`src/design/cbe_pkg.sv`:
```
package cbe_pkg;

  localparam int unsigned WORD_BITS   = 64;
  localparam int unsigned BIT_W       = 6;
  localparam int unsigned DEF_NBITS   = 4096;
  localparam int unsigned POS_W       = 16;
  localparam int unsigned WIDX_W      = POS_W - BIT_W;
  localparam int unsigned COUNT_OUT_W = 13;
  localparam int unsigned FPOS_W      = 12;
  localparam int unsigned QUEUE_DEPTH = 2;
  localparam int unsigned QPW         = $clog2(QUEUE_DEPTH);

  typedef enum logic [2:0] {
    KIND_TEST        = 3'd0,
    KIND_TEST_SET    = 3'd1,
    KIND_TEST_CLEAR  = 3'd2,
    KIND_ZERO_ALL    = 3'd3,
    KIND_FILL_ALL    = 3'd4,
    KIND_INVERT_ALL  = 3'd5,
    KIND_FIRST_ZERO  = 3'd6,
    KIND_FIRST_ONE   = 3'd7
  } kind_e;

  typedef struct packed {
    kind_e            kind;
    logic [POS_W-1:0] position;
  } cbe_cmd_t;

  typedef struct packed {
    logic                   old_bit;
    logic                   out_of_range;
    logic                   found;
    logic [FPOS_W-1:0]      found_position;
    logic [COUNT_OUT_W-1:0] ones_count;
    logic                   is_empty;
    logic                   is_full;
  } cbe_res_t;

  // classified word handed from front to back
  typedef struct packed {
    kind_e             kind;
    logic              oor;
    logic [WIDX_W-1:0] word;
    logic [BIT_W-1:0]  offset;
  } cbe_op_t;

  typedef struct packed {
    logic full;
    logic empty;
  } cbe_qstat_t;

  function automatic logic [2:0] lowest8(input logic [7:0] b);
    logic [2:0] idx;
    idx = 3'd0;
    for (int i = 7; i >= 0; i--) begin
      if (b[i]) begin
        idx = 3'(i);
      end
    end
    return idx;
  endfunction

endpackage

```
`src/design/cbe_queue.sv`:
```
module cbe_queue
  import cbe_pkg::*;
(
  input  logic       clk_i,
  input  logic       rst_ni,
  input  logic       push_i,
  input  cbe_op_t    item_i,
  input  logic       pop_i,
  output cbe_op_t    head_o,
  output cbe_qstat_t qstat_o
);

  cbe_op_t        slot_q [QUEUE_DEPTH];
  logic [QPW-1:0] wr_ptr_q, wr_ptr_d;
  logic [QPW-1:0] rd_ptr_q, rd_ptr_d;
  logic [QPW:0]   fill_q, fill_d;

  assign qstat_o.full  = (fill_q == (QPW + 1)'(QUEUE_DEPTH));
  assign qstat_o.empty = (fill_q == '0);
  assign head_o        = slot_q[rd_ptr_q];

  always_comb begin
    wr_ptr_d = wr_ptr_q;
    rd_ptr_d = rd_ptr_q;
    fill_d   = fill_q;
    if (push_i) begin
      wr_ptr_d = (wr_ptr_q == QPW'(QUEUE_DEPTH - 1)) ? '0 : wr_ptr_q + QPW'(1);
    end
    if (pop_i) begin
      rd_ptr_d = (rd_ptr_q == QPW'(QUEUE_DEPTH - 1)) ? '0 : rd_ptr_q + QPW'(1);
    end
    if (push_i && !pop_i) begin
      fill_d = fill_q + (QPW + 1)'(1);
    end else if (pop_i && !push_i) begin
      fill_d = fill_q - (QPW + 1)'(1);
    end
  end

  always_ff @(posedge clk_i or negedge rst_ni) begin
    if (!rst_ni) begin
      wr_ptr_q <= '0;
      rd_ptr_q <= '0;
      fill_q   <= '0;
    end else begin
      wr_ptr_q <= wr_ptr_d;
      rd_ptr_q <= rd_ptr_d;
      fill_q   <= fill_d;
    end
  end

  always_ff @(posedge clk_i) begin
    if (push_i) begin
      slot_q[wr_ptr_q] <= item_i;
    end
  end

  a_no_push_full : assert property (@(posedge clk_i) disable iff (!rst_ni)
    push_i |-> !qstat_o.full) else $error("push into full queue");
  a_no_pop_empty : assert property (@(posedge clk_i) disable iff (!rst_ni)
    pop_i |-> !qstat_o.empty) else $error("pop from empty queue");
  a_fill_bound : assert property (@(posedge clk_i) disable iff (!rst_ni)
    fill_q <= (QPW + 1)'(QUEUE_DEPTH)) else $error("queue fill count overflow");

endmodule

```
`config.mk`:
```
export PLATFORM = sky130hd
export DESIGN_NAME = cbe_queue
export DESIGN_NICKNAME = d
export VERILOG_FILES = /design/src/design/cbe_pkg.sv /design/src/design/cbe_queue.sv
export SDC_FILE = /design/constraint.sdc
export NUM_CORES = 1
export LEC_CHECK = 0
export BUFFER_PORTS_ARGS = -buffer_cell sky130_fd_sc_hd__buf_2
export CORE_ASPECT_RATIO = 1.25
export CORE_MARGIN = 10
export CORE_UTILIZATION = 51
export DETAILED_ROUTE_END_ITERATION = 8
export HOLD_SLACK_MARGIN = 0.15
export PLACE_DENSITY = 0.78
export SKIP_LAST_GASP = 1
export SYNTH_ARGS = -nofsm -noshare
export SYNTH_HDL_FRONTEND = slang
export SYNTH_SLANG_ARGS = --single-unit
```
`constraint.sdc`:
```
create_clock -name clk_i -period 2.55 [get_ports clk_i]
set_clock_uncertainty 0.05 [all_clocks]
set_input_delay 0.51 -clock clk_i [delete_from_list [all_inputs] [get_ports clk_i]]
set_output_delay 0.51 -clock clk_i [all_outputs]
set_load 0.02 [all_outputs]
```
==> summary.md, run 1 <==
| Metric | Value |
|---|---|
| Post-DP HPWL | `roughly 2.2 mm` |
| Syn_area_per_cell | `~22 sq um` |
| Fin crit period | `about 2000 ps` |
| Static leakage | `slightly below 0.9 nW` |
| Routability cong. | `0.6184` |
| Setup Fix Bufs, Post-CTS | `0` |
| Fmax | `roughly 0.5 GHz` |
| DR pass1 iterations | `4` |
| CTS Buffer Depth | `2` |
| CTS tree | `done` |
| Pins Over Slew Limit | `0` |
| Initial antenna violation count | `0` |
| Finished Layout Cells | `between 150 and 200` |
| Synthesized Nets | `103` |
| Leading area contributor after synthesis | `edfxtp_1` |
| Final nets | `between 150 and 200` |
| Die height | `84.70 um` |
| Inst Count DP | `~160` |
| Vias in the first global route | `~920` |
| Place WS | `between 800 and 900 ps` |
| Crit start category | `flop` |
| CP Capture Type | `primary output` |
| Remaining Overflow, GRT | `0` |
| Die extent in x | `between 70 and 80 um` |
| Share of layout cells above drive strength 1 | `roughly three fifths` |
| Site Rows | `23` |
| Via count | `between 800 and 900` |
| Clock latency on the worst-skew pair | `between 200 and 300 ps` |
| Final TNS setup | `0 ps` |
| Initial DRC count | `10` |
| Yosys warns | `0` |
| H-tree depth | `2` |
| Port buffer count | `45` |
| Fin crit share | `between 70% and 80%` |
| Critical Path AT | `1400 ps` |
| Area grow syn2layout | `22.20%` |
| Antenna viol nets, final | `0` |
| First-pass GRT wire length | `4.416 mm` |
| IO Pins | `46` |
| Setup ws final | `around 590 ps` |
| Sink Count | `44` |
| RSZ-0062 raised after global routing | `false` |
| Fin. Hold Viols | `0` |
| Core Region | `~3200 sq um` |
| Vias/cell | `slightly below 5` |
| Status | `finished, final reports clean` |
| Top post-synthesis cells by area | `edfxtp_1 70%, mux2_4 17%, dfrtp_1 5.9%` |
| Clock root cell | `clkbuf_8` |
| DIE AREA | `roughly 6100 sq um` |
| Critical Setup Path Class | `reg2out` |
| #FFs+latches synth | `44` |
| Post-cts sizing count | `0` |
| Final setup viols | `0` |
| CP max FO | `12` |
| Hold Path Class | `in2reg` |
| Drt drc | `0` |
| GRT Overall Usage | `9.758%` |
| CTS clk-pin slew, worst paths | `approximately 80 ps` |
| Register area share after synthesis | `between 70% and 80%` |
| Hold_buf cts | `1` |
| Post-Synthesis Cells | `78` |
| Total Wirelength | `between 2 and 3 mm` |
| Slew Limit Headroom | `between 70% and 80%` |
| Least-Margin Pin Slew | `437.2 ps` |
| TritonCTS Buffers | `5` |
| Initial Utilization | `a little over half` |
| Post-synth top area share | `~70%` |
| Largest net degree at the start of global routing | `15` |
| VDD IR max | `669.5 uV` |
| WL/cell | `roughly 17 um` |
| Max-cap viol count | `0` |
| Crit path required time | `1990 ps` |
| Pwr/cell area | `~1100 nW/um^2` |
| Synth Cell Area | `1708 sq um` |
| Cell variety after synth | `13` |
| Diode count | `0` |
==> metal layers <==
layer | vias up | global-route usage [%] | share of wire (%)
li1 | 406 | - | -
met1 | 400 | 9.039 | 34
met2 | 33 | 15.76 | 52
met3 | 5 | 7.538 | 12
met4 | 0 | 3.704 | 1.6
met5 | - | 0 | 0
==> worst paths after layout <==
kind | end | cells past startpoint | from | slack, ps
max reg2reg | slot_q[0][11] | 2 | wr_ptr_q | 1090
min reg2reg | fill_q[1] | 1 | fill_q[1] | 440
max | head_o[9] | 3 | rd_ptr_q | 590
max in group asynchronous | rd_ptr_q | 2 | rst_ni | 1840
min in group asynchronous | fill_q[1] | 2 | rst_ni | 490
min | slot_q[1][13] | 1 | item_i[13] | 350
==> cell families (layout without fill, tap and decap cells) <==
group         count (synthesis)  in the layout  share of synthesized area, %
mux                          20             20                         17.36
flops                        44             44                         76.19
xor+xnor                      5              5                         2.564
fa+ha+maj                     1              1                        0.7325
simple gates                  5              5                         1.613
buf+inv                       3             59                         1.538
==> worst max-delay path, cell delays in order, from the launching register on <==
cell	delay [ps]
dfrtp_1	350
buf_4	250
mux2_2	360
buf_2	160
==> cell usage in the layout (no fill, tap or decap) <==
| cell | synthesis | final |
|---|---|---|
| dfrtp_1 | 4 | 4 |
| ha_1 | 1 | 1 |
| clkinv_2 | 0 | 2 |
| nor2b_2 | 0 | 1 |
| inv_1 | 1 | 1 |
| and2b_1 | 1 | 1 |
| dlygate4sd3_1 | 0 | 1 |
| clkbuf_8 | 0 | 5 |
| clkinv_4 | 0 | 1 |
| edfxtp_1 | 40 | 40 |
| xnor2_1 | 1 | 1 |
| buf_4 | 0 | 4 |
| mux2_2 | 1 | 1 |
| xor2_1 | 4 | 4 |
| and2_1 | 1 | 1 |
| nor2_1 | 2 | 2 |
| buf_2 | 0 | 45 |
| mux2_4 | 19 | 19 |
==> stage by stage <==
| step | hold slack (ps) | total power, W | area (sq um) | util [%] |
|---|---|---|---|---|
| 2_1_floorplan | 164.4 | 0.001681 | 1708 | - |
| 3_3_place_gp | 271.0 | 0.001898 | 1989 | 61.72 |
| 3_5_place_dp | 269.8 | 0.001926 | 1989 | 61.72 |
| 4_1_cts | 344.1 | 0.002332 | 2087 | 64.75 |
| 5_1_grt | 332.8 | 0.002426 | 2087 | 64.75 |
| 6_report | 348.8 | 0.002302 | 2087 | 64.75 |
==> flip-flops by register name, indices dropped and copies added (netlist names) <==
register / cells
fill_q: 2
rd_ptr_q: 1
slot_q: 40
wr_ptr_q: 1
==> synth_stat cells <==
master,n
dfrtp_1,4
xnor2_1,1
nor2b_1,1
nor2_1,2
inv_1,1
edfxtp_1,40
mux2_4,19
mux2_2,1
and2b_1,1
and2_1,1
xor2_1,4
ha_1,1
buf_6,2
==> where the power goes <==
group          total (W)  switching, W  internal, W  leakage [nW]
Sequential       0.00102     0.0000584     0.000965         0.422
Clock           0.000412      0.000222     0.000190        0.0479
Combinational   0.000866      0.000468     0.000398         0.411
Total            0.00230      0.000748      0.00155         0.881
==> cell type report <==
type | count | area [sq um]
fillers | 249 | 1136
clock buffers | 5 | 68.82
multi-input cells | 31 | 382.9
flip-flops and latches | 44 | 1301
well taps | 37 | 46.29
clock inverters | 3 | 18.77
repair buffers | 50 | 265.3
inverters | 1 | 3.754
(Power assumes the default switching activity.)
==> run 2, diff against run 1 <==
Clock period 2.55 ns to 2.01 ns, I/O delays scaled along.
==> summary.md, run 2 (synthesized netlist as in run 1, its figures left out) <==
| Metric | Value |
|---|---|
| Status | `finished, final reports clean (unchanged)` |
| Max reg flops | `40 (unchanged)` |
| Fin crit share | `a little over 90%` |
| Via count | `833 (was 844)` |
| Max-cap viol count | `0 (unchanged)` |
| TritonCTS Buffers | `5 (unchanged)` |
| GRT Overall Usage | `10.32% (was 9.758%)` |
| Clock latency on the worst-skew pair | `290 ps (about the same)` |
| Finished Layout Cells | `173 (was 171)` |
| Biggest register | `slot_q (unchanged)` |
| Area grow syn2layout | `24.18% (was 22.20%)` |
| Die height | `84.70 um (unchanged)` |
| CTS tree | `done (unchanged)` |
| CP max FO | `12 (unchanged)` |
| Worst Reg2Reg Path Length in Cells | `2 (unchanged)` |
| Seq pwr share | `42.6% (was 44.5%)` |
| Clock root cell | `clkbuf_8 (unchanged)` |
| Fin crit period | `approximately 1900 ps` |
| Place WS | `464.5 ps (was 824.0 ps)` |
| Most common cell after layout, fill and taps aside | `buf_2 (unchanged)` |
| Initial antenna violation count | `0 (unchanged)` |
| Slew Limit Headroom | `85.15% (was 70.72%)` |
| Pwr/cell area | `1441 nW/um^2 (was 1103 nW/um^2)` |
| Setup ws final | `158.7 ps (was 591.1 ps)` |
| Grt met3 use | `5.654% (was 7.538%)` |
| Least-Margin Pin Slew | `222.7 ps (was 437.2 ps)` |
| DIE AREA | `6078 sq um (unchanged)` |
| First-pass GRT wire length | `4.767 mm (was 4.416 mm)` |
| Critical Setup Path Class | `reg2out (unchanged)` |
| Core Region | `3223 sq um (unchanged)` |
| Post-DP HPWL | `2.305 mm (was 2.187 mm)` |
| Routability cong. | `0.6325 (was 0.6184)` |
| Most frequent cells in the layout | `45 x buf_2, 40 x edfxtp_1, 19 x mux2_4, 6 x buf_4, 5 x clkbuf_8 (was 45 x buf_2, 40 x edfxtp_1, 19 x mux2_4, 5 x clkbuf_8)` |
| CP Capture Type | `primary output (unchanged)` |
| Largest net degree at the start of global routing | `14 (was 15)` |
| Vias/cell | `4.815 (was 4.936)` |
| Fin area | `2121 sq um (was 2087 sq um)` |
| IO Pins | `46 (unchanged)` |
| Fin. Hold Viols | `0 (unchanged)` |
| Final setup viols | `0 (unchanged)` |
| Busiest grt layer | `met2 (unchanged)` |
| Initial DRC count | `10 (unchanged)` |
| CTS Buffer Depth | `2 (unchanged)` |
| Inst Count DP | `164 (was 162)` |
| Vias in the first global route | `988 (was 921)` |
| Static leakage | `0.8970 nW (was 0.8814 nW)` |
| Fillcell total | `255 (was 249)` |
| Pins Over Slew Limit | `0 (unchanged)` |
| Sink Count | `44 (unchanged)` |
| Final nets | `160 (was 158)` |
| Worst hold margin | `249.1 ps (was 348.8 ps)` |
| Setup Fix Bufs, Post-CTS | `0 (unchanged)` |
| Fmax | `around 0.54 GHz` |
| Total Wirelength | `3.006 mm (was 2.825 mm)` |
| Top Registers | `slot_q x40, fill_q x2 (unchanged)` |
| Sw Pwr | `0.0009517 W (was 0.0007479 W)` |
| Combinational Power Share | `36.7% (was 37.6%)` |
| Remaining Overflow, GRT | `0 (unchanged)` |
| RSZ-0062 raised after global routing | `false (unchanged)` |
| Internal power | `0.002105 W (was 0.001554 W)` |
| Grt met1 use | `9.928% (was 9.039%)` |
| Global Route met2 Usage | `16.96% (was 15.76%)` |
| WL/cell | `17.38 um (was 16.52 um)` |
| Final TNS setup | `0 ps (unchanged)` |
| Clock power share | `20.8% (was 17.9%)` |
| Port buffer count | `45 (unchanged)` |
| H-tree depth | `2 (unchanged)` |
| Switch share | `31.13% (was 32.50%)` |
| Diode count | `0 (unchanged)` |
| VDD IR max | `971.8 uV (was 669.5 uV)` |
| CTS clk-pin slew, worst paths | `80 ps (about the same)` |
| Drt drc | `0 (unchanged)` |
| Share of layout cells above drive strength 1 | `57.35% (was 58.21%)` |
| Initial Utilization | `52.99% (unchanged)` |
| Site Rows | `23 (unchanged)` |
| Critical Path AT | `1400 ps (about the same)` |
| Hold Crit Depth | `1 (unchanged)` |
| Post-DP Area | `2004 sq um (was 1989 sq um)` |
| Crit path required time | `1560 ps (was 1990 ps)` |
| DR pass1 iterations | `3 (was 4)` |
| Die extent in x | `71.76 um (unchanged)` |
| Hold Path Class | `in2reg (unchanged)` |
| Crit start category | `flop (unchanged)` |
| Antenna viol nets, final | `0 (unchanged)` |
run 2: layer usage:
metal	routed length [um]	vias to the layer above
li1	-	407
met5	0	-
met3	307	4
met1	1033	390
met4	44	0
met2	1619	32
run 2: repair_timing:
action / in CTS / in global routing
hold endpoints to repair: 4 / 0
hold buffers: 1 / 0
gates resized for setup: 0 / 0
run 2: worst paths after layout:
kind / from / slack (ps) / end
setup / recovery: rd_ptr_q / 160 / head_o[9]
hold / removal: item_i[13] / 250 / slot_q[1][13]
setup reg to reg: wr_ptr_q / 870 / slot_q[1][4]
hold reg to reg: fill_q[1] / 460 / fill_q[1]
max in group asynchronous: rst_ni / 1390 / rd_ptr_q
min in group asynchronous: rst_ni / 390 / wr_ptr_q
run 2: power groups by stage:
stage	clock (W)	sequential, W	combinational, W
after floorplan	0	0.00131	0.000826
after global placement	0	0.00130	0.00112
after detailed placement	0	0.00132	0.00114
after CTS	0.000651	0.00130	0.00115
after global routing	0.000693	0.00132	0.00120
final	0.000635	0.00130	0.00112
run 2: cell type report:
type,count,area [sq um],area share (%)
sequential,44,1301,61.36
inverter,1,3.754,0.1770
clock inverter,3,37.54,1.770
multi-input combinational,31,382.9,18.05
tap,37,46.29,2.183
clock buffer,5,68.82,3.245
timing repair buffer,52,280.3,13.22
run 2: worst max-delay path, cell delays in order, from the launching register on:
cell and delay (ps):
dfrtp_1 350, buf_4 250, mux2_2 360, buf_2 160
run 2: metrics by stage:
step                      utilization, %  power (W)
after global routing               65.80   0.003219
after CTS                          65.80   0.003103
after detailed placement           62.19   0.002468
after global placement             62.19   0.002421
after floorplan                        -   0.002132
final                              65.80   0.003057
==> run 3, diff against run 2 <==
Settings changed: REMOVE_ABC_BUFFERS from default to 1.
==> summary.md, run 3 (synthesized netlist as in run 1, its figures left out) <==
| Metric | Value |
|---|---|
| First-pass GRT wire length | `4.698 mm (was 4.767 mm)` |
| RSZ-0062 raised after global routing | `false (unchanged)` |
| Slowest CP cell | `dfrtp_1 (was mux2_2)` |
| CP max FO | `14 (was 12)` |
| Initial DRC count | `52 (was 10)` |
| Vias in the first global route | `948 (was 988)` |
| Critical Path AT | `1480 ps (was 1400 ps)` |
| DR pass1 iterations | `4 (was 3)` |
| Sw Pwr | `0.0009559 W (was 0.0009517 W)` |
| Static leakage | `0.8891 nW (was 0.8970 nW)` |
| Combinational Power Share | `37.3% (was 36.7%)` |
| CTS tree | `done (unchanged)` |
| Post-cts sizing count | `0 (unchanged)` |
| Place WS | `398.5 ps (was 464.5 ps)` |
| CP Capture Type | `primary output (unchanged)` |
| Vias/cell | `5.012 (was 4.815)` |
| Seq pwr share | `44.3% (was 42.6%)` |
| Port buffer count | `45 (unchanged)` |
| Internal power | `0.002028 W (was 0.002105 W)` |
| Hold Path Class | `in2reg (unchanged)` |
| CTS clk-pin slew, worst paths | `80 ps (about the same)` |
| Crit path required time | `1560 ps (about the same)` |
| CP peak stage delay | `500 ps (was 360 ps)` |
| Antenna viol nets, final | `0 (unchanged)` |
| Drt drc | `0 (unchanged)` |
| CTS Buffer Depth | `2 (unchanged)` |
| Crit start category | `flop (unchanged)` |
| Fin crit period | `1931 ps (was 1851 ps)` |
| Final nets | `158 (was 160)` |
| Worst-path cell chain | `buf_12, mux2_4, buf_2 (was buf_4, mux2_2, buf_2)` |
| Setup ws final | `78.97 ps (was 158.7 ps)` |
| Total Wirelength | `2.967 mm (was 3.006 mm)` |
| Pins Over Slew Limit | `0 (unchanged)` |
| Diode count | `0 (unchanged)` |
| Final setup viols | `0 (unchanged)` |
| Die extent in x | `71.76 um (unchanged)` |
| Pwr/cell area | `1418 nW/um^2 (was 1441 nW/um^2)` |
| GRT Overall Usage | `10.40% (was 10.32%)` |
| Largest net degree at the start of global routing | `21 (was 14)` |
| Via count | `857 (was 833)` |
| Core Region | `3223 sq um (unchanged)` |
| Slew Limit Headroom | `81.50% (was 85.15%)` |
| Area grow syn2layout | `23.22% (was 24.18%)` |
| Share of layout cells above drive strength 1 | `58.21% (was 57.35%)` |
| Overall power | `0.002984 W (was 0.003057 W)` |
| Status | `finished, final reports clean (unchanged)` |
| H-tree depth | `2 (unchanged)` |
| Remaining Overflow, GRT | `0 (unchanged)` |
| Max-cap viol count | `0 (unchanged)` |
| VDD IR max | `962.1 uV (was 971.8 uV)` |
| Die height | `84.70 um (unchanged)` |
| Clock root cell | `clkbuf_8 (unchanged)` |
| Post-DP HPWL | `2.210 mm (was 2.305 mm)` |
| Sink Count | `44 (unchanged)` |
| TritonCTS Buffers | `5 (unchanged)` |
| Switch share | `32.04% (was 31.13%)` |
| DIE AREA | `6078 sq um (unchanged)` |
| Clock power share | `18.5% (was 20.8%)` |
| Biggest register | `slot_q (unchanged)` |
| Critical Setup Path Class | `reg2out (unchanged)` |
| Site Rows | `23 (unchanged)` |
| Initial antenna violation count | `0 (unchanged)` |
| Most frequent cells in the layout | `45 x buf_2, 40 x edfxtp_1, 19 x mux2_4, 6 x clkbuf_8 (was 45 x buf_2, 40 x edfxtp_1, 19 x mux2_4, 6 x buf_4, 5 x clkbuf_8)` |
| Initial Utilization | `52.99% (unchanged)` |
| Clock latency on the worst-skew pair | `290 ps (about the same)` |
| Final TNS setup | `0 ps (unchanged)` |
| IO Pins | `46 (unchanged)` |
| Fmax | `0.5179 GHz (was 0.5402 GHz)` |
| Fin crit share | `96.07% (was 92.10%)` |
| Most common cell after layout, fill and taps aside | `buf_2 (unchanged)` |
| Fin. Hold Viols | `0 (unchanged)` |
| Routability cong. | `0.6761 (was 0.6325)` |
| Max reg flops | `40 (unchanged)` |
| WL/cell | `17.35 um (was 17.38 um)` |
| Least-Margin Pin Slew | `277.5 ps (was 222.7 ps)` |
| Top Registers | `slot_q x40, fill_q x2 (unchanged)` |
## run 3: cell count changes in the layout (fill, tap and decap cells not counted)
cell and change:
buf_12 +1, buf_4 -3, bufinv_16 -1, clkbuf_8 +1, clkinv_1 -2, clkinv_2 +2
## run 3: through the flow
step           utilization [%]  instances  hold WS, ps  area, sq um
2_1_floorplan                -         76        56.41         1685
3_3_place_gp             62.11        162        160.5         2002
3_5_place_dp             62.11        162        162.8         2002
4_1_cts                  65.30        171        230.5         2105
5_1_grt                  65.30        171        223.5         2105
6_report                 65.30        171        239.8         2105
## run 3: final timing paths
path | from | endpoint | slack (ps) | depth (start not counted)
max in group asynchronous | rst_ni | fill_q[0] | 1400 | 2
setup / recovery | rd_ptr_q | head_o[13] | 80 | 3
setup reg to reg | wr_ptr_q | slot_q[1][19] | 840 | 2
hold / removal | item_i[13] | slot_q[1][13] | 240 | 1
hold reg to reg | wr_ptr_q | wr_ptr_q | 460 | 1
min in group asynchronous | rst_ni | fill_q[1] | 390 | 2
## run 3: layout make-up
| class | instances | area, sq um |
|---|---|---|
| clock buffer | 6 | 82.58 |
| clock inverter | 2 | 10.01 |
| fill | 242 | 1119 |
| inverter | 1 | 3.754 |
| multi-input combinational | 31 | 382.9 |
| sequential | 44 | 1301 |
| tap | 37 | 46.29 |
| timing repair buffer | 50 | 277.8 |
## run 3: routing by layer
metal,vias up,track usage [%],wire length [um]
met5,-,0,0
met3,8,6.360,276
met4,0,4.762,59
li1,405,-,-
met2,23,18.73,1693
met1,421,8.596,938
## run 3: worst max-delay path: cells and delay by family, from the launching register on
family   cells  cell delay, ps
flops        1             500
buf+inv      2             370
mux          1             310
## run 3: power by group through the flow
stage	logic (W)	registers, W	clock network, W
2_1_floorplan	0.000712	0.00138	0
3_3_place_gp	0.00111	0.00133	0
3_5_place_dp	0.00113	0.00134	0
4_1_cts	0.00113	0.00132	0.000566
5_1_grt	0.00118	0.00135	0.000609
6_report	0.00111	0.00132	0.000551
## run 3: what timing repair did
action	CTS	global route
hold buffers	1	0
setup buffers	0	0
endpoints found under the hold margin	4	0
